**src/rtl/ffba_pkg.sv**
```systemverilog
`timescale 1ns / 1ps

package ffba_pkg;

  // Fixed payload widths of the request and result channels
  localparam int unsigned ADDR_W      = 48;
  localparam int unsigned SIZE_W      = 24;
  localparam int unsigned ST_W        = 3;
  localparam int unsigned PAGES_W     = 9;
  localparam int unsigned TOT_W       = 21;
  localparam int unsigned CNT_OUT_W   = 6;
  localparam int unsigned IN_TDATA_W  = 72;
  localparam int unsigned IN_TUSER_W  = 1;
  localparam int unsigned OUT_USED_W  = ST_W + ADDR_W + PAGES_W + 2 * TOT_W + 2 * CNT_OUT_W;
  localparam int unsigned OUT_TDATA_W = ((OUT_USED_W + 7) / 8) * 8;

  // Width of the shared divider dividend and of products built from it
  localparam int unsigned Q_W = 32;

  typedef logic [ST_W-1:0] status_t;

  localparam status_t ST_OK          = 3'd0;
  localparam status_t ST_NULL_ADDR   = 3'd1;
  localparam status_t ST_ZERO_SIZE   = 3'd2;
  localparam status_t ST_TOO_LARGE   = 3'd3;
  localparam status_t ST_NO_MEM      = 3'd4;
  localparam status_t ST_NO_BLOCKS   = 3'd5;
  localparam status_t ST_BAD_PTR     = 3'd6;
  localparam status_t ST_DOUBLE_FREE = 3'd7;

  localparam logic REQ_ALLOC = 1'b0;
  localparam logic REQ_FREE  = 1'b1;

  typedef struct packed {
    logic busy;
    logic done;
  } div_stat_t;

endpackage

```
**src/rtl/first_fit_block_table_allocator.sv**
```systemverilog
// First-fit heap allocator over an ordered block table.
//
// Request channel (in_*): one request per handshake. in_tuser selects
// allocate or free, in_tdata carries the size and the address to free.
// Result channel (out_*): exactly one result per request, in order.
// Config channel (cfg_*): writes window_base; always ready, write only
// while no request is in flight.
//
// A free scans the table for its entry and moves entries down when
// neighbors merge. An allocate scans for the first free entry that fits,
// grows the heap through the divider when none fits, and moves entries
// up for a split. The worst case is a free near the table start that
// merges on both sides. The single table RAM with registered read and
// the reciprocal-multiply rounding unit set the pace. One request at a
// time; in_tready is high only between requests.
//
// Reset: table empty, counters zero, window_base back to 0x1_0000_0000.
// Table RAM is not cleared; only entries below the count are read.
// A stalled receiver leaves the result in the output register; the next
// request is taken and worked on, and only its final load waits.
`timescale 1ns / 1ps

module first_fit_block_table_allocator #(
  parameter int unsigned MAX_BLOCKS   = 32,
  parameter int unsigned ALLOC_UNIT   = 16,
  parameter int unsigned PAGE_BYTES   = 4096,
  parameter int unsigned WINDOW_BYTES = 1048576
) (
  input  logic                              clk,
  input  logic                              rst_n,
  input  logic                              in_tvalid,
  output logic                              in_tready,
  // [23:0] req_size, [71:24] req_address
  input  logic [ffba_pkg::IN_TDATA_W-1:0]   in_tdata,
  // [0] req_type
  input  logic [ffba_pkg::IN_TUSER_W-1:0]   in_tuser,
  output logic                              out_tvalid,
  input  logic                              out_tready,
  // [2:0] status, [50:3] block_address, [59:51] pages_committed,
  // [80:60] committed_total, [101:81] allocated_total,
  // [107:102] live_total, [113:108] entries_in_use, rest zero
  output logic [ffba_pkg::OUT_TDATA_W-1:0]  out_tdata,
  input  logic                              cfg_valid,
  output logic                              cfg_ready,
  input  logic [ffba_pkg::ADDR_W-1:0]       cfg_data
);
  import ffba_pkg::*;

  localparam int unsigned OFF_W = $clog2(WINDOW_BYTES);
  localparam int unsigned LEN_W = OFF_W + 1;
  localparam int unsigned AW    = $clog2(MAX_BLOCKS);
  localparam int unsigned CW    = $clog2(MAX_BLOCKS + 1);
  localparam int unsigned DVS_W =
    $clog2(((ALLOC_UNIT > PAGE_BYTES) ? ALLOC_UNIT : PAGE_BYTES) + 1);
  localparam int unsigned PAD_W = OUT_TDATA_W - OUT_USED_W;

  localparam logic [ADDR_W-1:0] BASE_RST = 48'h0001_0000_0000;

  localparam logic [4:0] S_IDLE  = 5'd0;
  localparam logic [4:0] S_ACHK  = 5'd1;
  localparam logic [4:0] S_DIV   = 5'd2;
  localparam logic [4:0] S_MUL   = 5'd3;
  localparam logic [4:0] S_NEED  = 5'd4;
  localparam logic [4:0] S_SRD   = 5'd5;
  localparam logic [4:0] S_SCK   = 5'd6;
  localparam logic [4:0] S_GROW  = 5'd7;
  localparam logic [4:0] S_GCHK  = 5'd8;
  localparam logic [4:0] S_SPLIT = 5'd9;
  localparam logic [4:0] S_SHRD  = 5'd10;
  localparam logic [4:0] S_SHWR  = 5'd11;
  localparam logic [4:0] S_SPWR  = 5'd12;
  localparam logic [4:0] S_FCHK  = 5'd13;
  localparam logic [4:0] S_FFND  = 5'd14;
  localparam logic [4:0] S_NRD   = 5'd15;
  localparam logic [4:0] S_NCK   = 5'd16;
  localparam logic [4:0] S_PRD   = 5'd17;
  localparam logic [4:0] S_PCK   = 5'd18;
  localparam logic [4:0] S_DRRD  = 5'd19;
  localparam logic [4:0] S_DRWR  = 5'd20;
  localparam logic [4:0] S_DONE  = 5'd21;

  typedef struct packed {
    logic             busy;
    logic [LEN_W-1:0] len;
    logic [OFF_W-1:0] off;
  } ent_t;

  // control
  logic [4:0]        state_r, state_nxt;
  logic [4:0]        ret_r, ret_nxt;
  logic              phase_r, phase_nxt;   // 0: rounding size, 1: growth
  logic [CW-1:0]     count_r, count_nxt;
  logic [CW-1:0]     ptr_r, ptr_nxt;
  logic [CW-1:0]     idx_r, idx_nxt;
  logic [LEN_W-1:0]  committed_r, committed_nxt;
  logic [LEN_W-1:0]  allocated_r, allocated_nxt;
  logic [CW-1:0]     live_r, live_nxt;
  logic [ADDR_W-1:0] base_r, base_nxt;
  logic              out_valid_r, out_valid_nxt;

  // payload
  logic                   type_r, type_nxt;
  logic [SIZE_W-1:0]      size_r, size_nxt;
  logic [ADDR_W-1:0]      faddr_r, faddr_nxt;
  logic [OFF_W-1:0]       foff_r, foff_nxt;
  logic [LEN_W-1:0]       need_r, need_nxt;
  logic [Q_W-1:0]         prod_r, prod_nxt;
  logic [PAGES_W-1:0]     pages_r, pages_nxt;
  status_t                status_r, status_nxt;
  logic [ADDR_W-1:0]      baddr_r, baddr_nxt;
  ent_t                   ent_r, ent_nxt;
  ent_t                   last_r, last_nxt;
  logic [OUT_TDATA_W-1:0] out_data_r, out_data_nxt;

  // table RAM
  logic          ram_we;
  logic [AW-1:0] ram_waddr;
  ent_t          ram_wdata;
  logic [AW-1:0] ram_raddr;
  ent_t          rdata;

  // divider
  logic           div_start;
  logic           div_sel_b;   // 1: divide by PAGE_BYTES
  logic [Q_W-1:0] div_dvd;
  logic [Q_W-1:0] div_q;
  div_stat_t      div_st;

  // helpers
  logic [CW-1:0]     idx_p1, idx_m1, ptr_p1, ptr_m1, cnt_m1;
  logic              extend;
  logic [LEN_W-1:0]  trailing;
  logic [LEN_W-1:0]  rem;
  logic [Q_W-1:0]    avail;
  logic [ADDR_W-1:0] fdiff;
  logic [ADDR_W:0]   win_end;
  logic [DVS_W-1:0]  mul_k;

  assign idx_p1   = idx_r + CW'(1);
  assign idx_m1   = idx_r - CW'(1);
  assign ptr_p1   = ptr_r + CW'(1);
  assign ptr_m1   = ptr_r - CW'(1);
  assign cnt_m1   = count_r - CW'(1);
  assign extend   = (count_r != '0) && !last_r.busy;
  assign trailing = extend ? last_r.len : '0;
  assign rem      = ent_r.len - need_r;
  assign avail    = Q_W'(WINDOW_BYTES) - Q_W'(committed_r);
  assign fdiff    = faddr_r - base_r;
  assign win_end  = {1'b0, base_r} + (ADDR_W + 1)'(committed_r);
  assign mul_k    = phase_r ? DVS_W'(PAGE_BYTES) : DVS_W'(ALLOC_UNIT);

  assign in_tready = (state_r == S_IDLE);
  assign cfg_ready = 1'b1;

  always_comb begin
    state_nxt     = state_r;
    ret_nxt       = ret_r;
    phase_nxt     = phase_r;
    count_nxt     = count_r;
    ptr_nxt       = ptr_r;
    idx_nxt       = idx_r;
    committed_nxt = committed_r;
    allocated_nxt = allocated_r;
    live_nxt      = live_r;
    base_nxt      = base_r;
    out_valid_nxt = out_valid_r;
    type_nxt      = type_r;
    size_nxt      = size_r;
    faddr_nxt     = faddr_r;
    foff_nxt      = foff_r;
    need_nxt      = need_r;
    prod_nxt      = prod_r;
    pages_nxt     = pages_r;
    status_nxt    = status_r;
    baddr_nxt     = baddr_r;
    ent_nxt       = ent_r;
    last_nxt      = last_r;
    out_data_nxt  = out_data_r;
    ram_we        = 1'b0;
    ram_waddr     = idx_r[AW-1:0];
    ram_wdata     = ent_r;
    ram_raddr     = ptr_r[AW-1:0];
    div_start     = 1'b0;
    div_sel_b     = 1'b0;
    div_dvd       = Q_W'(size_r) + Q_W'(ALLOC_UNIT - 1);

    if (cfg_valid) begin
      base_nxt = cfg_data;
    end
    if (out_valid_r && out_tready) begin
      out_valid_nxt = 1'b0;
    end

    case (state_r)
      S_IDLE: begin
        if (in_tvalid) begin
          type_nxt   = in_tuser[0];
          size_nxt   = in_tdata[SIZE_W-1:0];
          faddr_nxt  = in_tdata[SIZE_W +: ADDR_W];
          pages_nxt  = '0;
          baddr_nxt  = '0;
          status_nxt = ST_OK;
          state_nxt  = (in_tuser[0] == REQ_FREE) ? S_FCHK : S_ACHK;
        end
      end
      S_ACHK: begin
        if (size_r == '0) begin
          status_nxt = ST_ZERO_SIZE;
          state_nxt  = S_DONE;
        end else if (Q_W'(size_r) > Q_W'(WINDOW_BYTES)) begin
          status_nxt = ST_TOO_LARGE;
          state_nxt  = S_DONE;
        end else begin
          div_start = 1'b1;
          phase_nxt = 1'b0;
          state_nxt = S_DIV;
        end
      end
      S_DIV: begin
        if (div_st.done) begin
          state_nxt = S_MUL;
        end
      end
      S_MUL: begin
        prod_nxt  = Q_W'(div_q * mul_k);
        state_nxt = phase_r ? S_GCHK : S_NEED;
      end
      S_NEED: begin
        if (prod_r > Q_W'(WINDOW_BYTES)) begin
          status_nxt = ST_TOO_LARGE;
          state_nxt  = S_DONE;
        end else begin
          need_nxt  = LEN_W'(prod_r);
          ptr_nxt   = '0;
          state_nxt = S_SRD;
        end
      end
      S_SRD: begin
        if (ptr_r == count_r) begin
          if (type_r == REQ_FREE) begin
            status_nxt = ST_BAD_PTR;
            state_nxt  = S_DONE;
          end else begin
            state_nxt = S_GROW;
          end
        end else begin
          state_nxt = S_SCK;
        end
      end
      S_SCK: begin
        if (type_r == REQ_ALLOC) begin
          if (!rdata.busy && rdata.len >= need_r) begin
            idx_nxt   = ptr_r;
            ent_nxt   = rdata;
            state_nxt = S_SPLIT;
          end else begin
            last_nxt  = rdata;
            ptr_nxt   = ptr_p1;
            state_nxt = S_SRD;
          end
        end else begin
          if (rdata.off == foff_r) begin
            idx_nxt = ptr_r;
            ent_nxt = rdata;
            if (!rdata.busy) begin
              status_nxt = ST_DOUBLE_FREE;
              state_nxt  = S_DONE;
            end else begin
              state_nxt = S_FFND;
            end
          end else begin
            ptr_nxt   = ptr_p1;
            state_nxt = S_SRD;
          end
        end
      end
      S_GROW: begin
        div_start = 1'b1;
        div_sel_b = 1'b1;
        div_dvd   = Q_W'(need_r) - Q_W'(trailing) + Q_W'(PAGE_BYTES - 1);
        phase_nxt = 1'b1;
        state_nxt = S_DIV;
      end
      S_GCHK: begin
        if (prod_r > avail) begin
          status_nxt = ST_NO_MEM;
          state_nxt  = S_DONE;
        end else if (!extend && count_r >= CW'(MAX_BLOCKS)) begin
          status_nxt = ST_NO_BLOCKS;
          state_nxt  = S_DONE;
        end else begin
          ram_we = 1'b1;
          if (extend) begin
            ent_nxt.busy = 1'b0;
            ent_nxt.off  = last_r.off;
            ent_nxt.len  = last_r.len + LEN_W'(prod_r);
            idx_nxt      = cnt_m1;
            ram_waddr    = cnt_m1[AW-1:0];
          end else begin
            ent_nxt.busy = 1'b0;
            ent_nxt.off  = OFF_W'(committed_r);
            ent_nxt.len  = LEN_W'(prod_r);
            idx_nxt      = count_r;
            ram_waddr    = count_r[AW-1:0];
            count_nxt    = count_r + CW'(1);
          end
          ram_wdata     = ent_nxt;
          committed_nxt = committed_r + LEN_W'(prod_r);
          pages_nxt     = PAGES_W'(div_q);
          state_nxt     = S_SPLIT;
        end
      end
      S_SPLIT: begin
        if (rem >= LEN_W'(ALLOC_UNIT)) begin
          if (count_r >= CW'(MAX_BLOCKS)) begin
            status_nxt = ST_NO_BLOCKS;
            state_nxt  = S_DONE;
          end else begin
            ptr_nxt   = count_r;
            state_nxt = S_SHRD;
          end
        end else begin
          ram_we        = 1'b1;
          ram_wdata     = '{busy: 1'b1, len: ent_r.len, off: ent_r.off};
          allocated_nxt = allocated_r + ent_r.len;
          live_nxt      = live_r + CW'(1);
          baddr_nxt     = base_r + ADDR_W'(ent_r.off);
          status_nxt    = ST_OK;
          state_nxt     = S_DONE;
        end
      end
      // open a slot at idx+1 by moving entries up, top first
      S_SHRD: begin
        if (ptr_r > idx_p1) begin
          ram_raddr = ptr_m1[AW-1:0];
          state_nxt = S_SHWR;
        end else begin
          ram_we    = 1'b1;
          ram_waddr = idx_p1[AW-1:0];
          ram_wdata = '{busy: 1'b0, len: rem, off: ent_r.off + OFF_W'(need_r)};
          state_nxt = S_SPWR;
        end
      end
      S_SHWR: begin
        ram_we    = 1'b1;
        ram_waddr = ptr_r[AW-1:0];
        ram_wdata = rdata;
        ptr_nxt   = ptr_m1;
        state_nxt = S_SHRD;
      end
      S_SPWR: begin
        ram_we        = 1'b1;
        ram_wdata     = '{busy: 1'b1, len: need_r, off: ent_r.off};
        count_nxt     = count_r + CW'(1);
        allocated_nxt = allocated_r + need_r;
        live_nxt      = live_r + CW'(1);
        baddr_nxt     = base_r + ADDR_W'(ent_r.off);
        status_nxt    = ST_OK;
        state_nxt     = S_DONE;
      end
      S_FCHK: begin
        if (faddr_r == '0) begin
          status_nxt = ST_NULL_ADDR;
          state_nxt  = S_DONE;
        end else if (faddr_r < base_r || {1'b0, faddr_r} >= win_end) begin
          status_nxt = ST_BAD_PTR;
          state_nxt  = S_DONE;
        end else begin
          foff_nxt  = fdiff[OFF_W-1:0];
          ptr_nxt   = '0;
          state_nxt = S_SRD;
        end
      end
      S_FFND: begin
        allocated_nxt = allocated_r - ent_r.len;
        live_nxt      = live_r - CW'(1);
        ent_nxt.busy  = 1'b0;
        status_nxt    = ST_OK;
        state_nxt     = S_NRD;
      end
      // merge with the following block
      S_NRD: begin
        if (idx_p1 < count_r) begin
          ram_raddr = idx_p1[AW-1:0];
          state_nxt = S_NCK;
        end else begin
          state_nxt = S_PRD;
        end
      end
      S_NCK: begin
        if (!rdata.busy) begin
          ent_nxt.len = ent_r.len + rdata.len;
          ptr_nxt     = idx_p1;
          ret_nxt     = S_PRD;
          state_nxt   = S_DRRD;
        end else begin
          state_nxt = S_PRD;
        end
      end
      // merge into the preceding block
      S_PRD: begin
        if (idx_r != '0) begin
          ram_raddr = idx_m1[AW-1:0];
          state_nxt = S_PCK;
        end else begin
          ram_we    = 1'b1;
          state_nxt = S_DONE;
        end
      end
      S_PCK: begin
        ram_we = 1'b1;
        if (!rdata.busy) begin
          ram_waddr = idx_m1[AW-1:0];
          ram_wdata = '{busy: 1'b0, len: rdata.len + ent_r.len, off: rdata.off};
          ptr_nxt   = idx_r;
          ret_nxt   = S_DONE;
          state_nxt = S_DRRD;
        end else begin
          state_nxt = S_DONE;
        end
      end
      // remove entry ptr by moving the rest down
      S_DRRD: begin
        if (ptr_p1 < count_r) begin
          ram_raddr = ptr_p1[AW-1:0];
          state_nxt = S_DRWR;
        end else begin
          count_nxt = cnt_m1;
          state_nxt = ret_r;
        end
      end
      S_DRWR: begin
        ram_we    = 1'b1;
        ram_waddr = ptr_r[AW-1:0];
        ram_wdata = rdata;
        ptr_nxt   = ptr_p1;
        state_nxt = S_DRRD;
      end
      S_DONE: begin
        if (!out_valid_r || out_tready) begin
          out_valid_nxt = 1'b1;
          out_data_nxt  = {{PAD_W{1'b0}},
                           CNT_OUT_W'(count_r),
                           CNT_OUT_W'(live_r),
                           TOT_W'(allocated_r),
                           TOT_W'(committed_r),
                           pages_r,
                           baddr_r,
                           status_r};
          state_nxt     = S_IDLE;
        end
      end
      default: begin
        state_nxt = S_IDLE;
      end
    endcase
  end

  always_ff @(posedge clk) begin
    if (!rst_n) begin
      state_r     <= S_IDLE;
      ret_r       <= S_DONE;
      phase_r     <= 1'b0;
      count_r     <= '0;
      ptr_r       <= '0;
      idx_r       <= '0;
      committed_r <= '0;
      allocated_r <= '0;
      live_r      <= '0;
      base_r      <= BASE_RST;
      out_valid_r <= 1'b0;
    end else begin
      state_r     <= state_nxt;
      ret_r       <= ret_nxt;
      phase_r     <= phase_nxt;
      count_r     <= count_nxt;
      ptr_r       <= ptr_nxt;
      idx_r       <= idx_nxt;
      committed_r <= committed_nxt;
      allocated_r <= allocated_nxt;
      live_r      <= live_nxt;
      base_r      <= base_nxt;
      out_valid_r <= out_valid_nxt;
    end
    type_r     <= type_nxt;
    size_r     <= size_nxt;
    faddr_r    <= faddr_nxt;
    foff_r     <= foff_nxt;
    need_r     <= need_nxt;
    prod_r     <= prod_nxt;
    pages_r    <= pages_nxt;
    status_r   <= status_nxt;
    baddr_r    <= baddr_nxt;
    ent_r      <= ent_nxt;
    last_r     <= last_nxt;
    out_data_r <= out_data_nxt;
  end

  assign out_tvalid = out_valid_r;
  assign out_tdata  = out_data_r;

  ffba_ram #(
    .WIDTH ($bits(ent_t)),
    .DEPTH (MAX_BLOCKS)
  ) u_table (
    .clk   (clk),
    .we    (ram_we),
    .waddr (ram_waddr),
    .wdata (ram_wdata),
    .raddr (ram_raddr),
    .rdata (rdata)
  );

  ffba_div #(
    .DVD_W (Q_W),
    .DIV_A (ALLOC_UNIT),
    .DIV_B (PAGE_BYTES)
  ) u_div (
    .clk      (clk),
    .rst_n    (rst_n),
    .start    (div_start),
    .sel_b    (div_sel_b),
    .dividend (div_dvd),
    .quotient (div_q),
    .stat     (div_st)
  );

  a_live_le_count: assert property (@(posedge clk) disable iff (!rst_n)
    live_r <= count_r)
    else $error("more used blocks than table entries");

  a_alloc_le_commit: assert property (@(posedge clk) disable iff (!rst_n)
    allocated_r <= committed_r)
    else $error("allocated bytes exceed committed bytes");

  a_commit_in_window: assert property (@(posedge clk) disable iff (!rst_n)
    committed_r <= LEN_W'(WINDOW_BYTES))
    else $error("committed bytes beyond window");

  a_count_le_max: assert property (@(posedge clk) disable iff (!rst_n)
    count_r <= CW'(MAX_BLOCKS))
    else $error("table count beyond capacity");

  a_one_request: assert property (@(posedge clk) disable iff (!rst_n)
    (in_tvalid && in_tready) |=> !in_tready)
    else $error("request taken while another is in progress");

endmodule

```
**src/rtl/ffba_ram.sv**
```systemverilog
`timescale 1ns / 1ps

module ffba_ram #(
  parameter int unsigned WIDTH = 42,
  parameter int unsigned DEPTH = 32
) (
  input  logic                     clk,
  input  logic                     we,
  input  logic [$clog2(DEPTH)-1:0] waddr,
  input  logic [WIDTH-1:0]         wdata,
  input  logic [$clog2(DEPTH)-1:0] raddr,
  output logic [WIDTH-1:0]         rdata
);

  logic [WIDTH-1:0] mem [DEPTH];
  logic [WIDTH-1:0] rdata_r;

  always_ff @(posedge clk) begin
    if (we) begin
      mem[waddr] <= wdata;
    end
    rdata_r <= mem[raddr];
  end

  assign rdata = rdata_r;

endmodule

```
**src/rtl/ffba_div.sv**
```systemverilog
`timescale 1ns / 1ps

// Divider by one of two constants, done by reciprocal multiplication.
// start registers the dividend, then the quotient; sel_b picks DIV_B.
module ffba_div #(
  parameter int unsigned DVD_W = 32,
  parameter int unsigned DIV_A = 16,
  parameter int unsigned DIV_B = 4096
) (
  input  logic                     clk,
  input  logic                     rst_n,
  input  logic                     start,
  input  logic                     sel_b,
  input  logic [DVD_W-1:0]         dividend,
  output logic [DVD_W-1:0]         quotient,
  output ffba_pkg::div_stat_t      stat
);
  import ffba_pkg::*;

  // m = ceil(2^s / d) with s = DVD_W + ceil(log2 d) is exact for every
  // dividend below 2^DVD_W
  localparam int unsigned SH_A = DVD_W + $clog2(DIV_A);
  localparam int unsigned SH_B = DVD_W + $clog2(DIV_B);
  localparam int unsigned M_W  = DVD_W + 2;
  localparam int unsigned P_W  = DVD_W + M_W;
  localparam logic [63:0] M_A64 = ((64'd1 << SH_A) + 64'(DIV_A - 1)) / 64'(DIV_A);
  localparam logic [63:0] M_B64 = ((64'd1 << SH_B) + 64'(DIV_B - 1)) / 64'(DIV_B);
  localparam logic [M_W-1:0] M_A = M_A64[M_W-1:0];
  localparam logic [M_W-1:0] M_B = M_B64[M_W-1:0];

  logic             busy_r, busy_nxt;
  logic             done_r, done_nxt;
  logic             sel_r, sel_nxt;
  logic [DVD_W-1:0] dvd_r, dvd_nxt;
  logic [DVD_W-1:0] quo_r, quo_nxt;
  logic [M_W-1:0]   recip;
  logic [P_W-1:0]   prod;

  assign recip = sel_r ? M_B : M_A;
  assign prod  = {{M_W{1'b0}}, dvd_r} * {{DVD_W{1'b0}}, recip};

  always_comb begin
    busy_nxt = 1'b0;
    done_nxt = 1'b0;
    sel_nxt  = sel_r;
    dvd_nxt  = dvd_r;
    quo_nxt  = quo_r;
    if (start) begin
      busy_nxt = 1'b1;
      sel_nxt  = sel_b;
      dvd_nxt  = dividend;
    end else if (busy_r) begin
      quo_nxt  = sel_r ? DVD_W'(prod >> SH_B) : DVD_W'(prod >> SH_A);
      done_nxt = 1'b1;
    end
  end

  always_ff @(posedge clk) begin
    if (!rst_n) begin
      busy_r <= 1'b0;
      done_r <= 1'b0;
    end else begin
      busy_r <= busy_nxt;
      done_r <= done_nxt;
    end
    sel_r <= sel_nxt;
    dvd_r <= dvd_nxt;
    quo_r <= quo_nxt;
  end

  assign quotient  = quo_r;
  assign stat.busy = busy_r;
  assign stat.done = done_r;

endmodule

```
**config.mk**
```make
export PLATFORM = sky130hd
export DESIGN_NAME = first_fit_block_table_allocator
export DESIGN_NICKNAME = d
export VERILOG_FILES = /design/src/rtl/ffba_pkg.sv /design/src/rtl/first_fit_block_table_allocator.sv /design/src/rtl/ffba_ram.sv /design/src/rtl/ffba_div.sv
export SDC_FILE = /design/constraint.sdc
export NUM_CORES = 2
export LEC_CHECK = 0
export ABC_AREA = 0
export BUFFER_PORTS_ARGS = -buffer_cell sky130_fd_sc_hd__buf_2
export CORE_MARGIN = 3
export CORE_UTILIZATION = 42
export DETAILED_ROUTE_END_ITERATION = 7
export PLACE_DENSITY = 0.58
export SLEW_MARGIN = 20
export SYNTH_ARGS = -nofsm -noshare
export SYNTH_HDL_FRONTEND = slang
export SYNTH_HIERARCHICAL = 1
export SYNTH_SLANG_ARGS = --single-unit
```
**constraint.sdc**
```tcl
create_clock -name clk -period 12.71 [get_ports clk]
set_clock_uncertainty 0.15 [all_clocks]
set_input_delay 0.6355 -clock clk [delete_from_list [all_inputs] [get_ports clk]]
set_output_delay 0.6355 -clock clk [all_outputs]
set_load 0.1 [all_outputs]
```
# Word-level counts from Yosys, hierarchy flattened
# Memory sizes are Yosys's and may differ from the RTL's. A register that Yosys moved wholly into a read port is not among the register bits.
# Cells that the tools add are included.
# totals
mem_bits_ro	0
output_inout_bits	123
memories	1
input_bits	126
mem_bits_rw	1344
elab_cells	311
latch_bits	0
regBits	597
# mem_list
name	depth	width	read_ports	rd_ports_with_merged_regs	wr	line_no	rtl
u_table.mem	32	42	1	1	1	ffba_ram.sv:15	logic [WIDTH-1:0] mem [DEPTH];
# classes
shifts	0
bitwise	9
div	0
n_lt_le_gt_ge	11
reduce_logical	50
n_mux	129
n_mul	1
eq_ne	54
addsub	23
# ops
operator	count
$mux 42	8
$pmux 42 s6	1
$mux 5	29
$pmux 48 s3	1
$mux 6	21
$pmux 21 s3	2
$pmux 5 s22	1
$add 21x21->21	5
$mux 48	2
$mux 21	3
$mux 3	18
$add 48x21->49	1
$ge 48x49->1	1
$add 48x20->48	1
$logic_not 48->1	1
$lt 48x48->1	1
$pmux 6 s8	1
$ne 2x2->1 const B	22
$sub 21x21->21	2
$mux 41	1
$eq 5x4->1 const B	8
$pmux 20 s2	1
$pmux 5 s4	2
$pmux 6 s3	2
other kinds (59)	142

# Longest topological paths before layout
# depth
ltp_word	9
ltp_mapped	27
mapped_depth_nobuf	25

# By module
# Netlist, hierarchy kept.
# by_module_without_submodules
module	seq_area_each_um2	cells_per_inst	area_each_um2	n_inst
ffba_ram	41199.5	2953	53188.5	1
first_fit_block_table_allocator	14133.6	3959	37160.6	1
ffba_div	1751.7	100	2184.6	1

# Least setup slack after synthesis
# OpenSTA, ideal clock, no wires.
# synth_timing
kind	register -> register
from	reg state_r[3]
to	reg out_data_r[0] (netlist: out_tdata[0]) (enable)
required_ps	11846
path_buffers	1
t_arrival_ps	8489
path_slack_ps	3357
path_stages_with_launch	5
setup_time_ps	714
period_less_slack_ps	9353
cell_sequence	dfxtp_1 clkbuf_1 nor2b_1 nand2_1 nor3_1
# synth_between
elab_chain_len	2
# synth_lines
element	line_no	rtl
start: declaration	first_fit_block_table_allocator.sv:89	logic [4:0] state_r, state_nxt;
start signal: assignment	first_fit_block_table_allocator.sv:473	state_r <= state_nxt;
$eq 5x5->1	first_fit_block_table_allocator.sv:194	case (state_r)
$reduce_and 2->1 (no source line)	n/a	
end signal: assignment	first_fit_block_table_allocator.sv:496	out_data_r <= out_data_nxt;
end: declaration	first_fit_block_table_allocator.sv:113	logic [OUT_TDATA_W-1:0] out_data_r, out_data_nxt;
# No other way between the ends.
# A chain may end at the register's enable or synchronous reset.

# Worst setup path after layout
# layout_timing
from	reg committed_r[6]
to	mem u_table.mem[3][12] (enable)
# layout_between
elab_cells_between_ends	8
cone_classes	add/sub: 1; order compare: 1; mux: 6
# layout_lines
element	line_no	rtl
start: declaration	first_fit_block_table_allocator.sv:95	logic [LEN_W-1:0] committed_r, committed_nxt;
start signal: assignment	first_fit_block_table_allocator.sv:479	committed_r <= committed_nxt;
$sub 21x21->22	first_fit_block_table_allocator.sv:147	assign avail = Q_W'(WINDOW_BYTES) - Q_W'(committed_r);
$gt 32x32->1	first_fit_block_table_allocator.sv:285	if (prod_r > avail) begin
$mux 5	first_fit_block_table_allocator.sv:285	
$pmux 5 s4	first_fit_block_table_allocator.sv:194	
via ram_waddr[1]	first_fit_block_table_allocator.sv:117	logic [AW-1:0] ram_waddr;
end: declaration	ffba_ram.sv:15	
# The timed path passes the listed nets, and every way through them passes these cells.

==> impl_metrics.ini <==
[power]
netSwitchingFraction_pct = 34.95
power.switching_mw = 7.410
power_leakage_nw = 35.79
seq_power_share_pct = 42.5
peakVddDrop_v = 0.0001811
p_comb_share_pct = 29.1
clockPowerShare_pct = 28.3
p_total_mw = 21.20
power_density_nw_per_um2 = 201.3
p_int_mw = 13.79

[synth]
netlist_instances = 6997
netlist_area_um2 = 92430
syn_area_per_cell_um2 = 13.21
yosysWarnings = 6

[detailed_routing]
drt_iter0_drc = 5810
dr.pass1.iters = 8
wire_per_inst_um = 26.55
drc = 0
via_per_inst = 5.802
ant_nets = 0
drt-total-wl_mm = 277.2
via_count = 60583

[floorplanning]
core_um2 = 218000
fp.dieArea_um2 = 225700
die_w_um = 475.1
die_h_um = 475.1
start_util_pct = 42.40
ios = 249
placementRows = 171

[finish]
fill_cells = 19016
layout.nets = 7920
final_layout_size_suffix_gt1_share_pct = 11.45
multiInputGateArea_um2 = 33640
final_util_pct = 48.30
seq_area_um2 = 57080
synthToLayoutAreaGrowth_pct = 13.93

[clock_tree]
clk_pin_slew_ps = 70
clockBufferDepth = 3
cts_buffers = 204
cts_tree = done
ctsRootBufferMaster = clkbuf_16
post-cts-setup-buffers = 0
cts_max_level = 4
clock_sinks = 1955
clk_latency_ps = 850

[status]
status = completed

[worst_setup_path]
crit_type = reg2reg
cp-end-kind = flop
reg2reg_from = committed_r[6]
crit_arrival_ps = 9640
critical_path.startpoint = committed_r[6]
worstPathRequired_ps = 13060
cp_max_fo = 31
cp-start-kind = flop

[timing]
maxSlewHeadroom_pct = 18.22
setup_violations = 0
fmax_mhz = 107.7
hold_viol = 0
fin_tns_setup_ps = 0
rsz0062_at_grt = false
min_period_ps = 9286
final_max_slew_viol_count = 0
fin_crit_sh_pct = 73.06
tightest_slew_ps = 1227

[hold_path]
hp-class = in2reg
worstHoldStart = rst_n

[grt]
grt_max_degree = 124
grt_usage_pct = 24.11
grt_pass1_vias = 58775
gr-total-overflow = 0
grt_first_pass_wirelength_mm = 403.0
antenna_found_initial = 11

[flow_run]
cap_violations = 0

[place]
port-buffer-count = 237
dpl.hpwl_mm = 185.5
place.gp.congestion = 0.9517
## power by group through the flow
stage	clock, mW	sequential, mW	combinational, mW
after global routing	6.41	9.04	6.65
final	6.01	9.02	6.18
after global placement	0	9.14	5.99
after floorplan	0	8.97	3.75
after detailed placement	0	9.13	6.08
after CTS	6.14	9.00	6.13
## cell type report
class / count / area share, %
clock buffer: 258 / 5.176
multi-input combinational: 4589 / 31.95
tap: 2854 / 3.391
timing repair buffer: 509 / 3.477
clock inverter: 124 / 1.265
sequential: 1955 / 54.21
antenna: 6 / 0.01426
inverter: 146 / 0.5228
## cells in the final DEF (no fill, tap or decap), drive strengths merged, types with 35 or more instances in the layout
cell         instances
and3                35
nand2              458
nand3              239
xor2               103
a31oi               71
edfxtp            1793
nand4               56
dfxtp              162
nor2b               60
nor4                53
a21o               105
a21oi              402
xnor2              222
o21ai              200
ha                 379
nand2b              44
nor2               443
nor3               136
a22o                88
a211oi              45
inv                153
mux2i              761
mux2                41
clkinv              90
dlygate4sd3        122
clkbuf             258
or3                 41
a22oi              158
o21a                48
buf                387
## what timing repair did
action | CTS | global route
hold endpoints to repair | 122 | 0
gates resized for setup | 0 | 0
hold buffers | 122 | 0
## per-layer routing
metal | wire, um | global-route usage [%]
met1 | 121800 | 33.83
met2 | 128600 | 38.56
met3 | 17730 | 3.588
met4 | 9116 | 7.649
met5 | 0 | 0
## through the flow
stage | cells | instance area [um^2] | worst slack [ps] | hold WS, ps
floorplan | 7024 | 92540 | 3357 | 250.3
global placement | 9927 | 97180 | 3613 | 251.2
detailed placement | 9930 | 97250 | 3461 | 254.5
CTS | 10434 | 105300 | 3439 | 80.71
global route | 10435 | 105300 | 2883 | 124.7
finish | 10441 | 105300 | 3424 | 139.1
## registers in the layout (all words and copies together) (netlist names), 20 cells and up
name            flops
u_div/quotient     28
ent_r              42
u_div/dvd_r        28
u_table/mem      1344
last_r             42
foff_r             20
faddr_r            48
out_tdata         110
baddr_r            48
base_r             48
prod_r             28
size_r             24
allocated_r        21
u_table/rdata      42
## worst max-delay path: stages (launching register included)
cell,delay [ps]
dfxtp_1,430
or4_1,600
nor2_1,110
nand2_1,70
or2_2,300
nor4_1,550
nand2_1,150
nand2_1,360
ha_1,210
nand4_1,130
or2_2,320
or4_1,560
o31a_1,250
o21ai_1,450
nand3_2,920
o2111ai_1,490
a21oi_1,70
a21oi_1,430
nand3_1,820
nor2_4,1020
buf_4,490
## final timing paths
path / slack, ps / endpoint / depth (start not counted)
worst max-delay path: 3420 / u_table/mem[3][12] / 20
worst max register to register: 3420 / u_table/mem[3][12] / 20
worst min-delay path: 140 / ret_r[2] / 3
worst min register to register: 260 / out_tdata[22] / 0
Note: power is estimated with default switching activity, not from simulation.
